`src/rtl/rcs_ram.sv`:
```
// Generic single-write, single-read synchronous RAM with registered read data.
// No dependencies.
module rcs_ram #(
	parameter int WIDTH = 64,
	parameter int DEPTH = 64
) (
	input  logic                                   clk,
	input  logic                                   we,
	input  logic [(DEPTH > 1 ? $clog2(DEPTH) : 1)-1:0] waddr,
	input  logic [WIDTH-1:0]                       wdata,
	input  logic [(DEPTH > 1 ? $clog2(DEPTH) : 1)-1:0] raddr,
	output logic [WIDTH-1:0]                       rdata
);

	logic [WIDTH-1:0] mem [DEPTH];

	always_ff @(posedge clk) begin
		if (we) begin
			mem[waddr] <= wdata;
		end
		rdata <= mem[raddr];
	end

endmodule

```
`config.mk`:
```
export PLATFORM = sky130hd
export DESIGN_NAME = rcs_ram
export DESIGN_NICKNAME = d
export VERILOG_FILES = /design/src/rtl/rcs_ram.sv
export SDC_FILE = /design/constraint.sdc
export NUM_CORES = 2
export LEC_CHECK = 0
export BUFFER_PORTS_ARGS = -buffer_cell sky130_fd_sc_hd__buf_2
export CORE_MARGIN = 4
export CORE_UTILIZATION = 45
export CTS_BUF_LIST = sky130_fd_sc_hd__clkbuf_8
export CTS_CLUSTER_SIZE = 8
export DETAILED_ROUTE_END_ITERATION = 8
export PLACE_DENSITY_LB_ADDON = 0.3
export SYNTH_ARGS = -nofsm -noshare
export SYNTH_HDL_FRONTEND = slang
export SYNTH_SLANG_ARGS = --single-unit
```
`constraint.sdc`:
```
create_clock -name clk -period 9.4 [get_ports clk]
set_input_delay 1.88 -clock clk [delete_from_list [all_inputs] [get_ports clk]]
set_output_delay 1.88 -clock clk [all_outputs]
set_load 0.1 [all_outputs]
```
=== Word level (Yosys, flattened, before mapping) ===
Memory sizes are Yosys's and may differ from the RTL's. A register that Yosys moved wholly into a read port is not among the register bits.
Cells that the tools add are included.

* Output and inout bits: 64
* Register bits after elaboration: 0
* Memory bits (writable): 4096
* Bits of input ports: 78
* Memories: 1
* Logic and storage cells: 3

* Mux-type cells: 2

{| class="wikitable"
|+ Memories
! name !! words !! width !! read ports !! clocked after memory_dff !! write ports !! RTL line !! text
|-
| mem || 64 || 64 || 1 || 1 || 1 || 15 || <nowiki>logic [WIDTH-1:0] mem [DEPTH];</nowiki>
|}

{| class="wikitable"
|+ Operators by type and width
! cell !! number
|-
| two-way mux 1 bit || 2
|}

=== Depth between registers and ports, before layout ===
* Depth after elaboration: 2
* Gate-level depth with buffers: 9
* Mapped depth without buffers: 5

=== Least setup slack after synthesis ===
Ideal clock, no wire load.

* Path type: input to register
* Start: in waddr[3] (netlist name)
* End: mem mem[48][0] (enable)
* Data arrival time: 6.752 ns
* Cell stages on the path: 4
* Data required time: 8.836 ns
* Slack: 2.084 ns
* Library setup time: 0.564 ns
* Path buffers: 1
* Cell sequence: clkbuf_1 > nor2b_1 > nand4b_1 > nor3_1

{| class="wikitable"
|+ RTL lines
! what !! RTL line !! text
|-
| start, declared || 9 || <nowiki>input logic [(DEPTH > 1 ? $clog2(DEPTH) : 1)-1:0] waddr,</nowiki>
|-
| end, declared || 15 ||
|}

Straight into the memory's write port.

=== Worst setup path after layout ===
* Start: in we
* End: mem mem[22][23] (enable)

* Cells in the longest elaborated chain, start to end: 2

{| class="wikitable"
|+ Ends and longest elaborated chain
! what !! RTL line !! text
|-
| start, declared || 8 || <nowiki>input logic we,</nowiki>
|-
| two-way mux 1 bit || 18 || <nowiki>if (we) begin</nowiki>
|-
| two-way mux 1 bit (not written as such) || 19 || <nowiki>mem[waddr] <= wdata;</nowiki>
|}

Every way passes these cells.

==> out/results.txt <==
outcome - completed
largest net degree at the start of global routing - 107
Pre-Repair DR Iteration Count - 5
Power per Cell Area - 208.0 nW/um^2
sw power - 0.008396 W
row cnt - 216
Root Buffer - clkbuf_8
GP Congestion - 0.7816
Final Power - 0.03640 W
post-route setup slack - 4.936 ns
vias in the first global route - 78290
Leak Pwr - 55.36 nW
Die H - 597.4 um
# IOs - 142
Startpoint Class - input port
met1 Use GR - 33.38%
Setup Skew - 0.04623 ns
Setup WS pre-CTS - 3.729 ns
register area share after synthesis - 79.49%
Tightest Hold Check Type - flip-flop to flip-flop
Synth Flop Type - edfxtp_1
met3 usage in global routing - 4.547%
post-cts hold buffer count - 0
initial cell density of the core - 45.16%
Post-CTS Setup Bufs - 0
internal cell power - 0.02801 W
drt wl/cell - 35.07 um
Slew headroom - 10.11%
CP most frequent cell - buf_4
Mapped Nets - 6676
Syn. warnings - 0
CTS buffer count - 651
share of layout cells above drive strength 1 - 28.99%
Worst Path Buf+Inv - 3
maximum clock path buffer count - 4
post-cts resize count - 0
Routed Antenna Nets - 0
via count - 77110
kind of cell adding the most delay to the critical path - simple AND/OR/NAND/NOR gates
Net Sw Frac - 23.06%
GRT Total Usage - 24.05%
synthesized instance count - 6598
Post-synth ARST share - 0%
Clock power frac - 37.7%
synth cell count leaders - edfxtp_1, mux4_2, buf_2
Skew-Pair Late Insertion Delay - 1.19 ns
core area - 346200 um^2
Cell variety after synth - 33
clk sinks - 4160
Syn-to-layout area delta - 11.91%
minimum clock period - 4.464 ns
Final Hold Fails - 0
Max Freq - 224.0 MHz
maximum vdd drop - 0.1702 mV
GR Util met2 - 38.67%
area share of the largest cell type after synthesis - 78.67%
RSZ-0062 raised after global routing - no
endpoints failing setup - 0
Slew Viols, Final - 0
syn avg cell area - 23.70 um^2
Remaining DRCs - 0
top-count cell post-synth - edfxtp_1
WS Path Type - input port to flip-flop
synth top area cells - edfxtp_1, mux4_2, mux2i_1
GR peak layer - met2
DRT iter0 DRCs - 10620
Arr. time, crit path - 5.27 ns
Worst Setup End Kind - flip-flop
Fill cells - 26970
mapped cell area - 156300 um^2
Final nets - 7316
clock transition at the registers of the reported paths - 0.06 ns
period utilization - 47.49%
Critical Path, Cell by Cell - buf_2 -> nor2b_1 -> nand3_1 -> nor2_4 -> buf_4 -> buf_4
Post-synth EDFFs - 4096
CTS tree - yes
Yosys reg bits - 4160
wire length of the first global-routing pass - 606300 um
Max-cap violations - 0
Synth area leader - edfxtp_1
register share of total power - 56.7%
setup TNS - 0 ns
initial antenna violation count - 40
final WL - 431800 um
H-tree depth - 6
Die ar. - 356900 um^2
gr ovfl total - 0
die width - 597.4 um
CP peak stage delay - 1.18 ns
Crit-path slowest cell - nor2_4
post-DP HPWL - 228000 um
worst-margin pin slew - 1.348 ns
critical path peak fanout - 22
Crit path required time - 10.21 ns
drt via density - 6.262
Gate power share - 5.6%
# port buffers - 141
path summary, 6_finish.rpt:
path                    start          end  slack, ns  depth (start not counted)
setup / recovery           we  mem[22][23]       4.94                          6
hold / removal    mem[37][46]    rdata[46]       0.85                          4
setup reg to reg   mem[51][2]     rdata[2]       7.16                          4
hold reg to reg   mem[37][46]    rdata[46]       0.85                          4
tightest hold or removal path: cells and delay by family, from the launching register on:
kind / cells / cell delay, ns
muxes: 1 / 0.23
AOI/OAI and AO/OA: 1 / 0.06
DFF: 1 / 0.32
and+or+nand+nor: 2 / 0.24
stage by stage:
stage / hold WS, ns / instance area [um^2] / std cells / util, %
2_1_floorplan: 0.7878 / 156300 / 6598 / -
3_3_place_gp: 0.8238 / 163400 / 11160 / 47.20
3_5_place_dp: 0.8434 / 163400 / 11160 / 47.20
4_1_cts: 0.8299 / 174900 / 12290 / 50.52
5_1_grt: 0.8838 / 174900 / 12300 / 50.53
6_report: 0.8540 / 175000 / 12310 / 50.54
logic make-up (layout without fill, tap and decap cells):
logic type	after synthesis	in the layout	synth area share, %
other	0	24	0
and+or+nand+nor	386	386	1.240
AOI/OAI and AO/OA	504	504	2.477
buffers and inverters	389	1503	1.180
muxes	1159	1159	15.61
DFF	4160	4160	79.49
layout by cell type (no fill, tap or decap), types with 45 or more instances in the layout:
| cell type | netlist | routed |
|---|---|---|
| clkbuf_8 | 0 | 688 |
| buf_4 | 34 | 200 |
| edfxtp_1 | 4096 | 4096 |
| nor2_1 | 112 | 47 |
| nand2_1 | 58 | 55 |
| nand3_1 | 45 | 45 |
| a22oi_1 | 168 | 168 |
| nor2_4 | 0 | 65 |
| a211oi_1 | 63 | 63 |
| mux2i_1 | 135 | 135 |
| a22o_1 | 88 | 88 |
| o22ai_1 | 83 | 83 |
| clkinv_1 | 0 | 64 |
| dfxtp_1 | 64 | 64 |
| mux4_2 | 1024 | 1024 |
| buf_2 | 170 | 138 |
| and3_1 | 64 | 64 |
| inv_1 | 19 | 335 |
layer usage:
layer | routed length [um] | vias to the layer above
met4 | 14610 | 18
li1 | - | 29850
met5 | 140 | -
met1 | 164000 | 41970
met3 | 42020 | 778
met2 | 211000 | 4495
final cells by class:
| type | instances | area, um^2 | share of cell area [%] |
|---|---|---|---|
| Sequential cell | 4160 | 124300 | 71.03 |
| Multi-Input combinational cell | 2049 | 30780 | 17.59 |
| Clock buffer | 688 | 9469 | 5.412 |
| Tap cell | 4578 | 5728 | 3.274 |
| Timing Repair Buffer | 357 | 2562 | 1.464 |
| Clock inverter | 439 | 2023 | 1.156 |
| Inverter | 19 | 71.32 | 0.04076 |
| Antenna cell | 24 | 60.06 | 0.03432 |
registers in the layout, summed over array words and instances (netlist names):
register  cells
mem        4096
rdata        64
power groups by stage:
stage	logic [W]	registers, W	clock network [W]
detailed placement	0.00204	0.0210	0
CTS	0.00204	0.0207	0.0140
global route	0.00213	0.0206	0.0149
finish	0.00202	0.0206	0.0137
global placement	0.00200	0.0210	0
floorplan	0.000956	0.0213	0
No activity file was read; power rests on OpenSTA's default activity.
